File: src/rtl/core/avt_pkg.sv
// ----------------------------------------------------------------------------
// avt_pkg
// Types and constants shared by the affine vector transform pipeline.
// ----------------------------------------------------------------------------
`default_nettype none

package avt_pkg;

  localparam int VEC_W      = 32;
  localparam int ENT_W      = 16;
  localparam int ROW_W      = 3 * ENT_W;
  localparam int FRAC_SHIFT = 14;
  localparam int DIFF_W     = VEC_W + 1;
  localparam int PROD_W     = DIFF_W + ENT_W;
  localparam int BIAS_W     = VEC_W + FRAC_SHIFT;
  localparam int ACC_W      = PROD_W + 3;
  localparam int SHR_W      = ACC_W - FRAC_SHIFT;
  localparam int IDX_W      = 3;

  typedef enum logic [1:0] {
    OP_XFORM      = 2'd0,
    OP_ROTATE     = 2'd1,
    OP_INV_ROTATE = 2'd2,
    OP_INV_XFORM  = 2'd3
  } avt_op_t;

  localparam logic [IDX_W-1:0] REG_ROT_ROW0 = 3'd0;
  localparam logic [IDX_W-1:0] REG_ROT_ROW1 = 3'd1;
  localparam logic [IDX_W-1:0] REG_ROT_ROW2 = 3'd2;
  localparam logic [IDX_W-1:0] REG_TRANS_X  = 3'd3;
  localparam logic [IDX_W-1:0] REG_TRANS_Y  = 3'd4;
  localparam logic [IDX_W-1:0] REG_TRANS_Z  = 3'd5;

  localparam logic [ROW_W-1:0] ROT_ROW0_RST = 48'h0000_0000_4000;
  localparam logic [ROW_W-1:0] ROT_ROW1_RST = 48'h0000_4000_0000;
  localparam logic [ROW_W-1:0] ROT_ROW2_RST = 48'h4000_0000_0000;

  typedef logic signed [VEC_W-1:0]  avt_vec_t;
  typedef logic signed [DIFF_W-1:0] avt_diff_t;
  typedef logic signed [ENT_W-1:0]  avt_ent_t;
  typedef logic signed [PROD_W-1:0] avt_prod_t;
  typedef logic signed [BIAS_W-1:0] avt_bias_t;
  typedef logic signed [ACC_W-1:0]  avt_acc_t;
  typedef logic signed [SHR_W-1:0]  avt_shr_t;

  typedef struct packed {
    avt_op_t  operation;
    avt_vec_t vec_x;
    avt_vec_t vec_y;
    avt_vec_t vec_z;
  } avt_in_t;

  typedef struct packed {
    avt_vec_t out_x;
    avt_vec_t out_y;
    avt_vec_t out_z;
    logic     saturated;
  } avt_out_t;

  typedef struct packed {
    logic [2:0][ROW_W-1:0] rot_row;
    avt_vec_t [2:0]        trans;
  } avt_cfg_t;

  typedef struct packed {
    avt_diff_t [2:0]      vec;
    avt_ent_t  [2:0][2:0] mat;
    avt_bias_t [2:0]      bias;
  } avt_prep_t;

  typedef struct packed {
    avt_prod_t [2:0][2:0] prod;
    avt_bias_t [2:0]      bias;
  } avt_mult_t;

  typedef struct packed {
    avt_acc_t [2:0] acc;
  } avt_sum_t;

endpackage

`default_nettype wire

File: src/rtl/core/avt_prep.sv
// ----------------------------------------------------------------------------
// avt_prep
// Operand stage: translation subtract, matrix or transpose select, bias.
// ----------------------------------------------------------------------------
`default_nettype none

module avt_prep (
  input  wire logic              clk,
  input  wire logic              rst_n,
  input  wire avt_pkg::avt_cfg_t cfg,
  input  wire logic              up_valid,
  output logic                   up_stall,
  input  wire avt_pkg::avt_in_t  up_data,
  output logic                   dn_valid,
  input  wire logic              dn_stall,
  output avt_pkg::avt_prep_t     dn_data
);

  logic               vld_r;
  logic               vld_nxt;
  logic               load;
  avt_pkg::avt_prep_t data_r;
  avt_pkg::avt_prep_t data_nxt;
  avt_pkg::avt_vec_t  vin [3];

  assign load     = !vld_r || !dn_stall;
  assign up_stall = !load;
  assign vld_nxt  = load ? up_valid : vld_r;
  assign vin[0]   = up_data.vec_x;
  assign vin[1]   = up_data.vec_y;
  assign vin[2]   = up_data.vec_z;

  always_comb begin
    data_nxt = '0;
    for (int i = 0; i < 3; i++) begin
      data_nxt.vec[i] = avt_pkg::avt_diff_t'(vin[i]);
      if (up_data.operation == avt_pkg::OP_INV_XFORM) begin
        data_nxt.vec[i] = avt_pkg::avt_diff_t'(vin[i]) - avt_pkg::avt_diff_t'(cfg.trans[i]);
      end
      if (up_data.operation == avt_pkg::OP_XFORM) begin
        data_nxt.bias[i] = {cfg.trans[i], {avt_pkg::FRAC_SHIFT{1'b0}}};
      end
      for (int j = 0; j < 3; j++) begin
        if (up_data.operation == avt_pkg::OP_INV_ROTATE ||
            up_data.operation == avt_pkg::OP_INV_XFORM) begin
          data_nxt.mat[i][j] = cfg.rot_row[j][avt_pkg::ENT_W*i +: avt_pkg::ENT_W];
        end else begin
          data_nxt.mat[i][j] = cfg.rot_row[i][avt_pkg::ENT_W*j +: avt_pkg::ENT_W];
        end
      end
    end
  end

  always_ff @(posedge clk) begin
    if (!rst_n) begin
      vld_r <= 1'b0;
    end else begin
      vld_r <= vld_nxt;
    end
    if (load) begin
      data_r <= data_nxt;
    end
  end

  assign dn_valid = vld_r;
  assign dn_data  = data_r;

endmodule

`default_nettype wire

File: config.mk
export PLATFORM = sky130hd
export DESIGN_NAME = avt_prep
export DESIGN_NICKNAME = d
export VERILOG_FILES = /design/src/rtl/core/avt_pkg.sv /design/src/rtl/core/avt_prep.sv
export SDC_FILE = /design/constraint.sdc
export NUM_CORES = 1
export LEC_CHECK = 0
export BUFFER_PORTS_ARGS = -buffer_cell sky130_fd_sc_hd__buf_4
export CAP_MARGIN = 40
export CELL_PAD_IN_SITES_DETAIL_PLACEMENT = 1
export CELL_PAD_IN_SITES_GLOBAL_PLACEMENT = 1
export CORE_AREA = 2 2 285 287
export CTS_CLUSTER_SIZE = 14
export DETAILED_ROUTE_END_ITERATION = 10
export DIE_AREA = 0 0 287 289
export GPL_TIMING_DRIVEN = 0
export PLACE_DENSITY_LB_ADDON = 0.12
export SYNTH_ARGS = -nofsm -noshare
export SYNTH_HDL_FRONTEND = slang
export SYNTH_SLANG_ARGS = --single-unit
File: constraint.sdc
create_clock -name clk -period 8.7 [get_ports clk]
set_clock_uncertainty 0.05 [all_clocks]
set_input_delay 0.87 -clock clk [delete_from_list [all_inputs] [get_ports clk]]
set_output_delay 0.87 -clock clk [all_outputs]
set_load 0.02 [all_outputs]
# Yosys cells after proc, flatten, opt, wreduce, memory -nomap -nowiden
# Cells that the tools add are included.
[word_totals]
register_bits = 382
input_bits = 342
elab_cells = 39
[classes]
n_addsub = 3
n_eq_ne = 2
n_mux = 9
n_reduce_logical = 6
[op_table]
columns = ["op", "count"]
rows = [
  ["$mux 33", 3],
  ["$sub 32x32->33", 3],
  ["$mux 16", 6],
  ["$eq 2x2->1 const B", 2],
  ["$logic_not 1->1", 3],
  ["$logic_not 2->1", 1],
  ["$logic_or 1x1->1", 2],
]

# Logic depth before layout (Yosys ltp)
# Gate-level depths: netlist (run 1).
[depth]
depth_word = 3
ltp_mapped = 11

# Worst setup path after synthesis (run 1)
# No wires, ideal clock.
[synth_path]
path_kind = "input port to output port"
start = "input port dn_stall"
end = "output port up_stall"
t_arrival_ps = 9465
required_ps = 7780
path_slack_ps = -1685
path_stages = 2
n_path_buf = 0
path_cell_list = "nand2_1 > inv_1"
[synth_via]
elab_chain_len = 3
[synth_lines]
columns = ["element", "line_no", "text"]
rows = [
  ["start: declaration", "avt_prep.sv:15", "input wire logic dn_stall,"],
  ["$logic_not 1->1", "avt_prep.sv:26", "assign load = !vld_r || !dn_stall;"],
  ["$logic_or 1x1->1", "avt_prep.sv:26", ""],
  ["$logic_not 1->1", "avt_prep.sv:27", "assign up_stall = !load;"],
  ["end: declaration", "avt_prep.sv:12", "output logic up_stall,"],
]
# No other way between the ends.

==> impl_results.html, run 1 <==
<table>
<tr><th>Metric</th><th>Value</th></tr>
<tr><th colspan="2">Detailed routing</th></tr>
<tr><td>Routed WL</td><td>79300 µm</td></tr>
<tr><td>Number of iterations in the first detailed-routing pass</td><td>4</td></tr>
<tr><td>Wire length on met2</td><td>40100 µm</td></tr>
<tr><td>DRC violation count after routing</td><td>0</td></tr>
<tr><td>Number of nets with antenna violations after detailed routing</td><td>0</td></tr>
<tr><td>Vias per std cell</td><td>4.51</td></tr>
<tr><td>Starting DRT DRC Count</td><td>between 400 and 500</td></tr>
<tr><td>Via count</td><td>16000</td></tr>
<tr><td>Met3 routed wirelength</td><td>6140 µm</td></tr>
<tr><td>Routed length on met1</td><td>about 31000 µm</td></tr>
<tr><td>Routed wire length per instance</td><td>22.3 µm</td></tr>
<tr><td>Max layer used</td><td>met5</td></tr>
<tr><th colspan="2">Global route</th></tr>
<tr><td>Wire length of the first global-routing pass</td><td>roughly 110000 µm</td></tr>
<tr><td>Pin count of the biggest net entering global routing</td><td>110</td></tr>
<tr><td>Congestion Overflow GR</td><td>0</td></tr>
<tr><td>Number of antenna violations at the first check in global routing</td><td>12</td></tr>
<tr><td>Via count of the first global-routing pass</td><td>17100</td></tr>
<tr><td>Overall fraction of global-route tracks in use</td><td>18.1%</td></tr>
<tr><th colspan="2">Critical path</th></tr>
<tr><td>Largest fanout on the critical path</td><td>8</td></tr>
<tr><td>Critical path arrival</td><td>3.61 ns</td></tr>
<tr><td>Path type of the worst setup path</td><td>input port to register</td></tr>
<tr><td>Critical path launch point type</td><td>input port</td></tr>
<tr><td>Crit path capture type</td><td>register</td></tr>
<tr><td>Worst path required time</td><td>8.98 ns</td></tr>
<tr><th colspan="2">Synthesis</th></tr>
<tr><td>Gate Count Post-Synth</td><td>1676</td></tr>
<tr><td>Share of cell area taken by muxes after synthesis</td><td>under 10%</td></tr>
<tr><td>Synth top area cells</td><td>edfxtp_1, ha_1, mux2_2</td></tr>
<tr><td>Register area share after synthesis</td><td>53.9%</td></tr>
<tr><td>Fraction of the mapped netlist area in simple logic gates</td><td>10.7%</td></tr>
<tr><td>Main synth FF type</td><td>edfxtp_1</td></tr>
<tr><td>Main combinational cell family by area after synthesis</td><td>compound AO/OA/AOI/OAI gates</td></tr>
<tr><td>Cell area after synthesis</td><td>18900 µm²</td></tr>
<tr><td>Mean area per synthesized cell</td><td>11.3 µm²</td></tr>
<tr><td>Number of enable flip-flop cells after synthesis</td><td>between 300 and 400</td></tr>
<tr><td>Parity-gate share of the synthesized area counting xor and xnor cells</td><td>3.70%</td></tr>
<tr><td>Compound-Gate Fraction of Synth Area</td><td>13.3%</td></tr>
<tr><td>Synthesis warning total</td><td>0</td></tr>
<tr><td>Post-synthesis cell type count</td><td>80</td></tr>
<tr><td>Area share of fa/ha/maj cells after synthesis</td><td>6.67%</td></tr>
<tr><td>Async S/R FF share, synth</td><td>0%</td></tr>
<tr><td>Top cell type's share of synthesized area</td><td>53.8%</td></tr>
<tr><td>Cell type with the largest total area after synthesis</td><td>edfxtp_1</td></tr>
<tr><td>Flip-flop and latch count after synthesis</td><td>340</td></tr>
<tr><th colspan="2">Timing</th></tr>
<tr><td>Total Neg Setup Slack</td><td>0 ns</td></tr>
<tr><td>Fmax achieved</td><td>between 200 and 300 MHz</td></tr>
<tr><td>Number of pins exceeding their max-slew limit in the final report</td><td>0</td></tr>
<tr><td>Final hold violation count</td><td>0</td></tr>
<tr><td>Final period demand of the worst path</td><td>3.33 ns</td></tr>
<tr><td>Setup repair after global routing missed its margin</td><td>no</td></tr>
<tr><td>Endpoints failing setup</td><td>0</td></tr>
<tr><td>Final worst-path cycle share</td><td>38.3%</td></tr>
<tr><td>Remaining max-slew budget at the tightest pin</td><td>a little under two fifths</td></tr>
<tr><td>Worst-margin pin slew</td><td>a little over 0.9 ns</td></tr>
<tr><th colspan="2">Floorplanning</th></tr>
<tr><td>Number of top-level pins</td><td>725</td></tr>
<tr><td>Effective utilization at floorplan</td><td>about a quarter</td></tr>
<tr><td>Die height</td><td>~290 µm</td></tr>
<tr><td>Area of the die</td><td>82900 µm²</td></tr>
<tr><td>Count of standard-cell rows</td><td>roughly 100</td></tr>
<tr><td>Die W</td><td>287 µm</td></tr>
<tr><td>Core box area</td><td>79900 µm²</td></tr>
<tr><th colspan="2">Clock tree</th></tr>
<tr><td>Post-CTS setup buffers</td><td>0</td></tr>
<tr><td>Count of hold buffers inserted by post-cts repair</td><td>0</td></tr>
<tr><td>Cts bufs inserted</td><td>44</td></tr>
<tr><td>Number of H-tree levels</td><td>2</td></tr>
<tr><td>Clock Sinks</td><td>340</td></tr>
<tr><td>Clock buffer depth</td><td>3</td></tr>
<tr><td>Resize count post-CTS</td><td>0</td></tr>
<tr><td>Root cell of the clock tree</td><td>clkbuf_16</td></tr>
<tr><td>Clock transition at the registers of the reported paths</td><td>0.06 ns</td></tr>
<tr><td>Worst skew pair latency</td><td>0.57 ns</td></tr>
<tr><td>CTS tree</td><td>built</td></tr>
<tr><th colspan="2">Run</th></tr>
<tr><td>Max-capacitance violation count</td><td>0</td></tr>
<tr><th colspan="2">Place</th></tr>
<tr><td>Detailed placement HPWL</td><td>64700 µm</td></tr>
<tr><td>Number of port buffers</td><td>around 700</td></tr>
<tr><td>Routability Congestion</td><td>0.842</td></tr>
<tr><td>Instance area after placement</td><td>25700 µm²</td></tr>
<tr><th colspan="2">Outcome</th></tr>
<tr><td>Outcome</td><td>finished, final reports clean</td></tr>
<tr><th colspan="2">Power</th></tr>
<tr><td>Clock network fraction of total power</td><td>roughly a third</td></tr>
<tr><td>Share of total power in combinational logic</td><td>25.0%</td></tr>
<tr><td>Switching share of power</td><td>30.4%</td></tr>
<tr><td>Overall Power</td><td>5050 µW</td></tr>
<tr><td>Net switching power figure</td><td>roughly 1500 µW</td></tr>
<tr><td>Cell-internal power</td><td>3510 µW</td></tr>
<tr><td>Sequential cell fraction of total power</td><td>40.0%</td></tr>
<tr><td>Leakage Power</td><td>roughly 0.012 µW</td></tr>
<tr><td>Peak supply drop</td><td>0.111 mV</td></tr>
<tr><td>Pwr per Cell Area</td><td>186 nW/µm²</td></tr>
<tr><th colspan="2">Finish</th></tr>
<tr><td>Count of fill cells added during filler insertion</td><td>9047</td></tr>
<tr><td>Area of the multi-input gates</td><td>7790 µm²</td></tr>
<tr><td>Layout Utilization</td><td>33.9%</td></tr>
<tr><td>Final-stage net count</td><td>between 2000 and 3000</td></tr>
<tr><td>Ratio of cells with drive above 1 in the final layout</td><td>37.3%</td></tr>
<tr><td>Summed area of non-filler cells in the final layout</td><td>27100 µm²</td></tr>
<tr><td>Flip-flop and latch area</td><td>10200 µm²</td></tr>
<tr><td>Area Overhead vs Synth</td><td>43.4%</td></tr>
<tr><th colspan="2">Hold path</th></tr>
<tr><td>Worst hold path type</td><td>input port to register</td></tr>
</table>
path summary, 6_finish.rpt:
path	start	cells after the start	to	slack, ns
max	cfg[13]	11	dn_data[308]	5.37
min	cfg[165]	1	dn_data[207]	0.42
min reg2reg	dn_valid	1	dn_data[327]	1.02
max reg2reg	dn_valid	3	dn_data[223]	6.29
logic make-up after synthesis:
logic type / count (synthesis)
and+or+nand+nor: 428
AOI/OAI and AO/OA: 391
adders and majority gates: 99
muxes: 98
buffers and inverters: 239
other: 1
xor gates and xnor gates: 80
DFF: 340
cell usage after synthesis, drive strengths merged (16+ instances only):
master	instances
nand4	22
inv	118
nor3	107
a21o	53
clkbuf	65
nor2	45
xnor2	46
edfxtp	339
ha	96
o21a	17
nand2	168
buf	55
a21oi	92
o21ai	129
nand3	16
xor2	34
mux2	97
cells in the final DEF (no fill, tap or decap), types with 5 or more instances in the layout:
cell type and n:
buf_4 727, edfxtp_1 339, nand2_1 167, inv_1 118, o21ai_0 111, nor3_1 107
mux2_2 97, ha_1 96, a21oi_1 91, clkbuf_1 71, a21o_1 51, xnor2_1 46
nor2_1 45, clkbuf_16 45, conb_1 42, xor2_1 34, nand4_1 22, o21ai_1 18
o21a_1 16, nand3_1 15, o31ai_1 14, nor2b_1 12, and2_1 12, nand2b_1 11
and3_1 10, a31oi_1 10, clkinv_1 10, o211ai_1 8, o21bai_1 8, o31a_1 7
clkinv_2 7, buf_8 7, a211oi_1 6, buf_2 5, nor3b_1 5, o2111ai_1 5
stage by stage:
stage                     hold WS, ns  worst slack (ns)  std cells
after detailed placement         1.00              4.74       3471
after floorplan                 0.919              2.00       1717
after CTS                       0.366              5.37       3549
final                           0.417              5.37       3554
after global placement          0.998           -0.0380       3458
after global routing            0.373              5.27       3553
worst max-delay path, cell delays in order:
cell	delay (ns)
buf_4	0.11
inv_1	0.08
ha_1	0.24
buf_4	0.17
a21oi_1	0.29
o21ai_0	0.22
a2111oi_0	0.87
a211o_1	0.28
nand2_1	0.07
xor2_1	0.15
mux2_2	0.26
layout make-up:
cell class                 instances  area share [%]
inverter                         118            1.63
tap                             1060            4.89
clock buffer                      54            4.28
sequential                       340            37.6
antenna                            4          0.0369
buffer                           121            2.40
clock inverter                    24           0.720
multi-input combinational       1138            28.7
timing repair buffer             695            19.7
metal layers:
metal	vias to the layer above	global-route usage, %
met4	10	4.78
met1	7805	20.7
met3	95	5.92
met5	-	0
met2	481	32.5
li1	7648	-
state kept, by name (all words and copies together), names as in the netlist:
| name | flops |
|---|---|
| dn_data | 339 |
| dn_valid | 1 |
power groups by stage:
| stage | Sequential (µW) | Combinational (µW) | Clock, µW |
|---|---|---|---|
| floorplan | 2250 | 503 | 0 |
| global placement | 2070 | 1260 | 0 |
| detailed placement | 2060 | 1280 | 0 |
| CTS | 2020 | 1280 | 1830 |
| global route | 2030 | 1370 | 1890 |
| finish | 2020 | 1260 | 1760 |
(Power assumes the default switching activity.)
==> run 2, diff against run 1 <==
CORE_AREA = 2 2 281 283   (was 2 2 285 287)
DIE_AREA = 0 0 283 285   (was 0 0 287 289)
clock period = 3.2 ns   (was 8.7 ns; I/O delays follow)
==> impl_results.html, run 2 (synthesis gave the netlist of run 1 again) <==
<table>
<tr><th>Metric</th><th>Value</th></tr>
<tr><th colspan="2">Global route</th></tr>
<tr><td>Overall fraction of global-route tracks in use</td><td>19.7% (was 18.1%)</td></tr>
<tr><td>Pin count of the biggest net entering global routing</td><td>113 (was 110)</td></tr>
<tr><td>Via count of the first global-routing pass</td><td>18800 (was 17100)</td></tr>
<tr><td>Number of antenna violations at the first check in global routing</td><td>9 (was 12)</td></tr>
<tr><td>Congestion Overflow GR</td><td>0 (unchanged)</td></tr>
<tr><td>Wire length of the first global-routing pass</td><td>122000 µm (was 112000 µm)</td></tr>
<tr><th colspan="2">Timing</th></tr>
<tr><td>Fmax achieved</td><td>roughly 330 MHz</td></tr>
<tr><td>Number of pins exceeding their max-slew limit in the final report</td><td>0 (unchanged)</td></tr>
<tr><td>Endpoints failing setup</td><td>0 (unchanged)</td></tr>
<tr><td>Remaining max-slew budget at the tightest pin</td><td>41.7% (was 37.7%)</td></tr>
<tr><td>Final worst-path cycle share</td><td>a little over nine tenths</td></tr>
<tr><td>Worst-margin pin slew</td><td>0.875 ns (was 0.911 ns)</td></tr>
<tr><td>Final period demand of the worst path</td><td>a little over 3 ns</td></tr>
<tr><td>Total Neg Setup Slack</td><td>0 ns (unchanged)</td></tr>
<tr><td>Setup repair after global routing missed its margin</td><td>no (unchanged)</td></tr>
<tr><td>Final hold violation count</td><td>0 (unchanged)</td></tr>
<tr><th colspan="2">Clock tree</th></tr>
<tr><td>Worst skew pair latency</td><td>0.57 ns (about the same)</td></tr>
<tr><td>Clock Sinks</td><td>340 (unchanged)</td></tr>
<tr><td>Clock transition at the registers of the reported paths</td><td>0.06 ns (about the same)</td></tr>
<tr><td>Clock buffer depth</td><td>3 (unchanged)</td></tr>
<tr><td>Cts bufs inserted</td><td>44 (unchanged)</td></tr>
<tr><td>CTS tree</td><td>built (unchanged)</td></tr>
<tr><td>Root cell of the clock tree</td><td>clkbuf_16 (unchanged)</td></tr>
<tr><td>Post-CTS setup buffers</td><td>0 (unchanged)</td></tr>
<tr><td>Number of H-tree levels</td><td>2 (unchanged)</td></tr>
<tr><th colspan="2">Critical path</th></tr>
<tr><td>Reg-to-reg startpoint</td><td>dn_valid (unchanged)</td></tr>
<tr><td>Crit path capture type</td><td>register (unchanged)</td></tr>
<tr><td>Critical path arrival</td><td>3.34 ns (was 3.61 ns)</td></tr>
<tr><td>Worst reg-to-reg setup slack</td><td>0.60 ns (was 6.29 ns)</td></tr>
<tr><td>Largest fanout on the critical path</td><td>4 (was 8)</td></tr>
<tr><td>Critical Path Source</td><td>up_data[64] (was cfg[13])</td></tr>
<tr><td>Worst path required time</td><td>3.46 ns (was 8.98 ns)</td></tr>
<tr><td>Critical path launch point type</td><td>input port (unchanged)</td></tr>
<tr><td>Path type of the worst setup path</td><td>input port to register (unchanged)</td></tr>
<tr><th colspan="2">Detailed routing</th></tr>
<tr><td>Number of nets with antenna violations after detailed routing</td><td>0 (unchanged)</td></tr>
<tr><td>Met3 routed wirelength</td><td>5080 µm (was 6140 µm)</td></tr>
<tr><td>Routed wire length per instance</td><td>21.5 µm (was 22.3 µm)</td></tr>
<tr><td>Routed length on met1</td><td>32800 µm (was 31100 µm)</td></tr>
<tr><td>Routed WL</td><td>82300 µm (was 79300 µm)</td></tr>
<tr><td>DRC violation count after routing</td><td>0 (unchanged)</td></tr>
<tr><td>Wire length on met2</td><td>42600 µm (was 40100 µm)</td></tr>
<tr><td>Max layer used</td><td>met5 (unchanged)</td></tr>
<tr><td>Via count</td><td>17200 (was 16000)</td></tr>
<tr><td>Number of iterations in the first detailed-routing pass</td><td>5 (was 4)</td></tr>
<tr><td>Starting DRT DRC Count</td><td>650 (was 481)</td></tr>
<tr><td>Vias per std cell</td><td>4.50 (was 4.51)</td></tr>
<tr><th colspan="2">Power</th></tr>
<tr><td>Peak supply drop</td><td>0.320 mV (was 0.111 mV)</td></tr>
<tr><td>Leakage Power</td><td>0.0133 µW (was 0.0121 µW)</td></tr>
<tr><td>Pwr per Cell Area</td><td>466 nW/µm² (was 186 nW/µm²)</td></tr>
<tr><th colspan="2">Finish</th></tr>
<tr><td>Final-stage net count</td><td>3181 (was 2899)</td></tr>
<tr><td>Count of fill cells added during filler insertion</td><td>8742 (was 9047)</td></tr>
<tr><td>Number of flip-flops in the largest register</td><td>339 (unchanged)</td></tr>
<tr><td>Summed area of non-filler cells in the final layout</td><td>29900 µm² (was 27100 µm²)</td></tr>
<tr><td>Leading cell type in the layout, fill and taps excluded</td><td>buf_4 (unchanged)</td></tr>
<tr><td>Most frequent cells in the layout</td><td>buf_4, edfxtp_1, dlygate4sd3_1, nand2_1, inv_1 (was buf_4, edfxtp_1, nand2_1, inv_1, o21ai_0)</td></tr>
<tr><td>Area Overhead vs Synth</td><td>58.1% (was 43.4%)</td></tr>
<tr><td>Non-Filler Instances</td><td>3829 (was 3554)</td></tr>
<tr><td>Ratio of cells with drive above 1 in the final layout</td><td>33.7% (was 37.3%)</td></tr>
<tr><th colspan="2">Outcome</th></tr>
<tr><td>Outcome</td><td>finished, final reports clean (unchanged)</td></tr>
<tr><th colspan="2">Floorplanning</th></tr>
<tr><td>Die height</td><td>285 µm (was 289 µm)</td></tr>
<tr><td>Die W</td><td>283 µm (was 287 µm)</td></tr>
<tr><td>Number of top-level pins</td><td>725 (unchanged)</td></tr>
<tr><td>Effective utilization at floorplan</td><td>24.3% (was 23.7%)</td></tr>
<tr><td>Core box area</td><td>78000 µm² (was 79900 µm²)</td></tr>
<tr><td>Count of standard-cell rows</td><td>103 (was 104)</td></tr>
<tr><td>Area of the die</td><td>80700 µm² (was 82900 µm²)</td></tr>
<tr><th colspan="2">Hold path</th></tr>
<tr><td>Hold Crit Start</td><td>cfg[32] (was cfg[165])</td></tr>
<tr><td>Worst hold path type</td><td>input port to register (unchanged)</td></tr>
<tr><th colspan="2">Place</th></tr>
<tr><td>Cell count after placement</td><td>3460 (was 3471)</td></tr>
<tr><td>Number of port buffers</td><td>681 (unchanged)</td></tr>
<tr><td>Routability Congestion</td><td>0.889 (was 0.842)</td></tr>
<tr><td>Detailed placement HPWL</td><td>64300 µm (was 64700 µm)</td></tr>
<tr><td>Instance area after placement</td><td>25700 µm² (about the same)</td></tr>
<tr><th colspan="2">Run</th></tr>
<tr><td>Max-capacitance violation count</td><td>0 (unchanged)</td></tr>
</table>
run 2: cell count changes in the layout (fill, tap and decap cells not counted), moves of 2 or more:
cell           previous run  this run
dlygate4sd3_1             0       284
buf_8                     7         3
clkinv_2                  7        10
buf_6                     4         6
bufinv_16                 2         0
clkbuf_1                 71        73
clkinv_1                 10         8
diode_2                   4         6
run 2: per-layer routing:
layer  global-route usage (%)  vias up
met5                        0        -
met4                     4.41        6
met3                     5.20       89
met2                     36.2      481
met1                     22.8     8416
li1                         -     8239
run 2: worst paths after layout:
path             endpoint  cells past startpoint
min reg2reg   dn_data[73]                      1
max reg2reg  dn_data[171]                      4
min           dn_data[60]                      2
max          dn_data[312]                     13
run 2: power breakdown:
part / total, µW / internal [µW] / switching (µW)
Sequential: 5490 / 5370 / 126
Combinational: 3780 / 1690 / 2100
Clock: 4650 / 2590 / 2060
Total: 13900 / 9650 / 4280
run 2: repair_timing:
| action | in CTS | in global routing |
|---|---|---|
| hold buffers | 284 | 0 |
| setup endpoints to repair | 0 | 10 |
| gates resized for setup | 0 | 7 |
| hold endpoints to repair | 237 | 0 |
run 2: final cells by class:
| cell class | count | area (µm²) | share of cell area [%] |
|---|---|---|---|
| clock buffers | 56 | 1170 | 3.90 |
| repair buffers | 977 | 8150 | 27.3 |
| diodes | 6 | 15.0 | 0.0502 |
| flip-flops and latches | 340 | 10200 | 34.1 |
| clock inverters | 23 | 144 | 0.481 |
| multi-input cells | 1138 | 7820 | 26.1 |
| inverters | 118 | 443 | 1.48 |
| plain buffers | 121 | 652 | 2.18 |
| well taps | 1050 | 1310 | 4.39 |
run 2: stage by stage:
| stage | setup slack, ns | hold WS [ns] | utilization, % | total power [µW] |
|---|---|---|---|---|
| after floorplan | 0.557 | 0.369 | - | 7470 |
| after global placement | -0.781 | 0.449 | 32.7 | 9010 |
| after detailed placement | -0.389 | 0.449 | 33.0 | 9050 |
| after CTS | 0.0861 | 0.000346 | 38.3 | 14100 |
| after global routing | 0.00282 | 0.0202 | 38.3 | 14600 |
| final | 0.124 | 0.0390 | 38.3 | 13900 |
run 2: critical path, stage by stage:
cell and delay [ns]:
dlygate4sd3_1 0.56, buf_4 0.12, inv_1 0.03, ha_1 0.21
fa_1 0.42, nand2b_1 0.20, a21oi_1 0.27, o31a_2 0.22
o2111ai_1 0.22, a211o_1 0.36, o21ai_1 0.16, xnor2_1 0.16
o21ai_1 0.08
==> run 3, diff against run 2 <==
MAX_ROUTING_LAYER = met4   (was unset)
==> impl_results.html, run 3 (synthesis gave the netlist of run 1 again) <==
<table>
<tr><th>Metric</th><th>Value</th></tr>
<tr><th colspan="2">Critical path</th></tr>
<tr><td>Reg-to-reg startpoint</td><td>dn_valid (unchanged)</td></tr>
<tr><td>Worst path top cell family by delay</td><td>compound AO/OA/AOI/OAI gates (unchanged)</td></tr>
<tr><td>Critical path launch point type</td><td>input port (unchanged)</td></tr>
<tr><td>Reg2Reg Depth</td><td>4 (unchanged)</td></tr>
<tr><td>Worst path max stage delay</td><td>0.56 ns (about the same)</td></tr>
<tr><td>Slowest library cell on the worst path</td><td>dlygate4sd3_1 (unchanged)</td></tr>
<tr><td>Worst path required time</td><td>3.46 ns (about the same)</td></tr>
<tr><td>Worst reg-to-reg setup slack</td><td>0.53 ns (was 0.60 ns)</td></tr>
<tr><td>Critical path arrival</td><td>3.33 ns (was 3.34 ns)</td></tr>
<tr><td>Path type of the worst setup path</td><td>input port to register (unchanged)</td></tr>
<tr><td>Critical path, cell by cell</td><td>dlygate4sd3_1 &gt; buf_4 &gt; inv_1 &gt; ha_1 &gt; fa_1 &gt; nand2b_1 &gt; a21oi_1 &gt; o31a_2 &gt; o2111ai_1 &gt; a211o_1 &gt; o21ai_1 &gt; xnor2_1 &gt; o21ai_1 (unchanged)</td></tr>
<tr><td>Combined buffer and inverter count along the critical path</td><td>3 (unchanged)</td></tr>
<tr><td>Reg-to-reg endpoint</td><td>dn_data[376] (was dn_data[171])</td></tr>
<tr><td>Largest fanout on the critical path</td><td>4 (unchanged)</td></tr>
<tr><td>Most frequent cell on the critical path</td><td>o21ai_1 (unchanged)</td></tr>
<tr><td>Crit path capture type</td><td>register (unchanged)</td></tr>
<tr><th colspan="2">Hold path</th></tr>
<tr><td>Hold Crit Start</td><td>cfg[32] (unchanged)</td></tr>
<tr><td>Worst hold path cell count</td><td>2 (unchanged)</td></tr>
<tr><td>Worst hold path type</td><td>input port to register (unchanged)</td></tr>
<tr><td>Hold Crit Endpoint</td><td>dn_data[60] (unchanged)</td></tr>
<tr><th colspan="2">Floorplanning</th></tr>
<tr><td>Count of standard-cell rows</td><td>103 (unchanged)</td></tr>
<tr><td>Number of top-level pins</td><td>725 (unchanged)</td></tr>
<tr><td>Core box area</td><td>78000 µm² (unchanged)</td></tr>
<tr><td>Area of the die</td><td>80700 µm² (unchanged)</td></tr>
<tr><td>Die W</td><td>283 µm (unchanged)</td></tr>
<tr><td>Effective utilization at floorplan</td><td>24.3% (unchanged)</td></tr>
<tr><td>Die height</td><td>285 µm (unchanged)</td></tr>
<tr><th colspan="2">Timing</th></tr>
<tr><td>Endpoints failing setup</td><td>0 (unchanged)</td></tr>
<tr><td>Final period demand of the worst path</td><td>3.07 ns (was 3.08 ns)</td></tr>
<tr><td>Total Neg Setup Slack</td><td>0 ns (unchanged)</td></tr>
<tr><td>Final worst-path cycle share</td><td>96.0% (was 96.1%)</td></tr>
<tr><td>Final hold violation count</td><td>0 (unchanged)</td></tr>
<tr><td>Final hold slack</td><td>0.0419 ns (was 0.0390 ns)</td></tr>
<tr><td>Fmax achieved</td><td>326 MHz (was 325 MHz)</td></tr>
<tr><td>Worst-margin pin slew</td><td>0.946 ns (was 0.875 ns)</td></tr>
<tr><td>Setup repair after global routing missed its margin</td><td>no (unchanged)</td></tr>
<tr><td>Remaining max-slew budget at the tightest pin</td><td>36.9% (was 41.7%)</td></tr>
<tr><td>Number of pins exceeding their max-slew limit in the final report</td><td>0 (unchanged)</td></tr>
<tr><th colspan="2">Finish</th></tr>
<tr><td>Final-stage net count</td><td>3181 (unchanged)</td></tr>
<tr><td>Area of the multi-input gates</td><td>7820 µm² (unchanged)</td></tr>
<tr><td>Most frequent cells in the layout</td><td>buf_4, edfxtp_1, dlygate4sd3_1, nand2_1, inv_1 (unchanged)</td></tr>
<tr><td>Number of flip-flops in the largest register</td><td>339 (unchanged)</td></tr>
<tr><td>Layout Utilization</td><td>38.4% (was 38.3%)</td></tr>
<tr><td>Non-Filler Instances</td><td>3835 (was 3829)</td></tr>
<tr><td>Ratio of cells with drive above 1 in the final layout</td><td>33.7% (unchanged)</td></tr>
<tr><td>Area Overhead vs Synth</td><td>58.2% (was 58.1%)</td></tr>
<tr><td>Flip-flop and latch area</td><td>10200 µm² (unchanged)</td></tr>
<tr><td>Leading cell type in the layout, fill and taps excluded</td><td>buf_4 (unchanged)</td></tr>
<tr><td>Count of fill cells added during filler insertion</td><td>8742 (unchanged)</td></tr>
<tr><th colspan="2">Power</th></tr>
<tr><td>Share of total power in combinational logic</td><td>27.1% (about the same)</td></tr>
<tr><td>Net switching power figure</td><td>4280 µW (about the same)</td></tr>
<tr><td>Leakage Power</td><td>0.0133 µW (about the same)</td></tr>
<tr><td>Clock network fraction of total power</td><td>33.4% (about the same)</td></tr>
<tr><td>Peak supply drop</td><td>0.320 mV (about the same)</td></tr>
<tr><td>Overall Power</td><td>13900 µW (about the same)</td></tr>
<tr><td>Sequential cell fraction of total power</td><td>39.4% (about the same)</td></tr>
<tr><td>Pwr per Cell Area</td><td>466 nW/µm² (about the same)</td></tr>
<tr><td>Cell-internal power</td><td>9650 µW (about the same)</td></tr>
<tr><td>Switching share of power</td><td>30.8% (about the same)</td></tr>
<tr><th colspan="2">Detailed routing</th></tr>
<tr><td>Routed wire length per instance</td><td>21.5 µm (about the same)</td></tr>
<tr><td>Routed WL</td><td>82300 µm (about the same)</td></tr>
<tr><td>Wire length on met2</td><td>42700 µm (was 42600 µm)</td></tr>
<tr><td>Routed length on met1</td><td>32800 µm (about the same)</td></tr>
<tr><td>Number of iterations in the first detailed-routing pass</td><td>4 (was 5)</td></tr>
<tr><td>Starting DRT DRC Count</td><td>644 (was 650)</td></tr>
<tr><td>Max layer used</td><td>met4 (was met5)</td></tr>
<tr><td>Vias per std cell</td><td>4.49 (was 4.50)</td></tr>
<tr><td>Number of nets with antenna violations after detailed routing</td><td>0 (unchanged)</td></tr>
<tr><td>Met3 routed wirelength</td><td>5130 µm (was 5080 µm)</td></tr>
<tr><td>Via count</td><td>17200 (about the same)</td></tr>
<tr><td>DRC violation count after routing</td><td>0 (unchanged)</td></tr>
<tr><th colspan="2">Global route</th></tr>
<tr><td>Congestion Overflow GR</td><td>0 (unchanged)</td></tr>
<tr><td>Wire length of the first global-routing pass</td><td>122000 µm (about the same)</td></tr>
<tr><td>Via count of the first global-routing pass</td><td>18800 (about the same)</td></tr>
<tr><td>Number of antenna violations at the first check in global routing</td><td>11 (was 9)</td></tr>
<tr><td>Overall fraction of global-route tracks in use</td><td>20.3% (was 19.7%)</td></tr>
<tr><td>Pin count of the biggest net entering global routing</td><td>113 (unchanged)</td></tr>
<tr><th colspan="2">Clock tree</th></tr>
<tr><td>Number of H-tree levels</td><td>2 (unchanged)</td></tr>
<tr><td>CTS tree</td><td>built (unchanged)</td></tr>
<tr><td>Clock buffer depth</td><td>3 (unchanged)</td></tr>
<tr><td>Root cell of the clock tree</td><td>clkbuf_16 (unchanged)</td></tr>
<tr><td>Clock Sinks</td><td>340 (unchanged)</td></tr>
<tr><td>Worst skew pair latency</td><td>0.57 ns (about the same)</td></tr>
<tr><td>Cts bufs inserted</td><td>44 (unchanged)</td></tr>
<tr><td>Clock transition at the registers of the reported paths</td><td>0.06 ns (about the same)</td></tr>
<tr><td>Post-CTS setup buffers</td><td>0 (unchanged)</td></tr>
<tr><th colspan="2">Place</th></tr>
<tr><td>Detailed placement HPWL</td><td>64300 µm (unchanged)</td></tr>
<tr><td>Routability Congestion</td><td>0.903 (was 0.889)</td></tr>
<tr><td>Cell count after placement</td><td>3460 (unchanged)</td></tr>
<tr><td>Number of port buffers</td><td>681 (unchanged)</td></tr>
<tr><th colspan="2">Run</th></tr>
<tr><td>Max-capacitance violation count</td><td>0 (unchanged)</td></tr>
<tr><th colspan="2">Outcome</th></tr>
<tr><td>Outcome</td><td>finished, final reports clean (unchanged)</td></tr>
</table>
[run 3: changes by cell type in the layout (fill, tap and decap cells not counted)]
cell / change
diode_2: +6
[run 3: worst max path at each step]
| stage | to | depth (start not counted) | slack (ns) | from |
|---|---|---|---|---|
| 2_1_floorplan | dn_valid | 3 | 0.56 | dn_valid |
| 3_3_place_gp | dn_data[283] | 6 | -0.78 | up_data[96] |
| 3_5_place_dp | dn_data[315] | 9 | -0.39 | up_data[96] |
| 4_1_cts | dn_data[380] | 12 | 0.09 | up_data[0] |
| 5_1_grt | dn_data[343] | 13 | 0.003 | up_data[32] |
| 6_report | dn_data[312] | 13 | 0.13 | up_data[64] |
[run 3: per-stage QoR]
stage | cell area, µm² | worst slack [ns]
6_report | 29900 | 0.128
5_1_grt | 29900 | 0.00280
4_1_cts | 29900 | 0.0861
3_5_place_dp | 25700 | -0.389
3_3_place_gp | 25500 | -0.781
2_1_floorplan | 19100 | 0.557
[run 3: what timing repair did]
action | in CTS | in global routing
resized for setup | 0 | 7
endpoints found under the hold margin | 237 | 0
hold buffers | 284 | 0
setup endpoints to repair | 0 | 10
[run 3: cell type report]
type	instances	share of cell area, %
plain buffers	121	2.18
well taps	1050	4.39
multi-input cells	1138	26.1
repair buffers	977	27.2
diodes	12	0.100
inverters	118	1.48
flip-flops and latches	340	34.1
clock buffers	56	3.90
clock inverters	23	0.481
[run 3: power groups by stage]
stage	Combinational [µW]	Clock, µW	Sequential [µW]
after global routing	4080	4980	5530
after detailed placement	3470	0	5580
after floorplan	1370	0	6100
final	3780	4660	5490
after global placement	3410	0	5590
after CTS	3810	4830	5500
[run 3: metal layers]
metal  global-route usage [%]  vias up
met1                     22.7     8396
met3                     5.29       84
met4                     4.44        0
met2                     36.2      475
li1                         -     8251
met5                        -        -
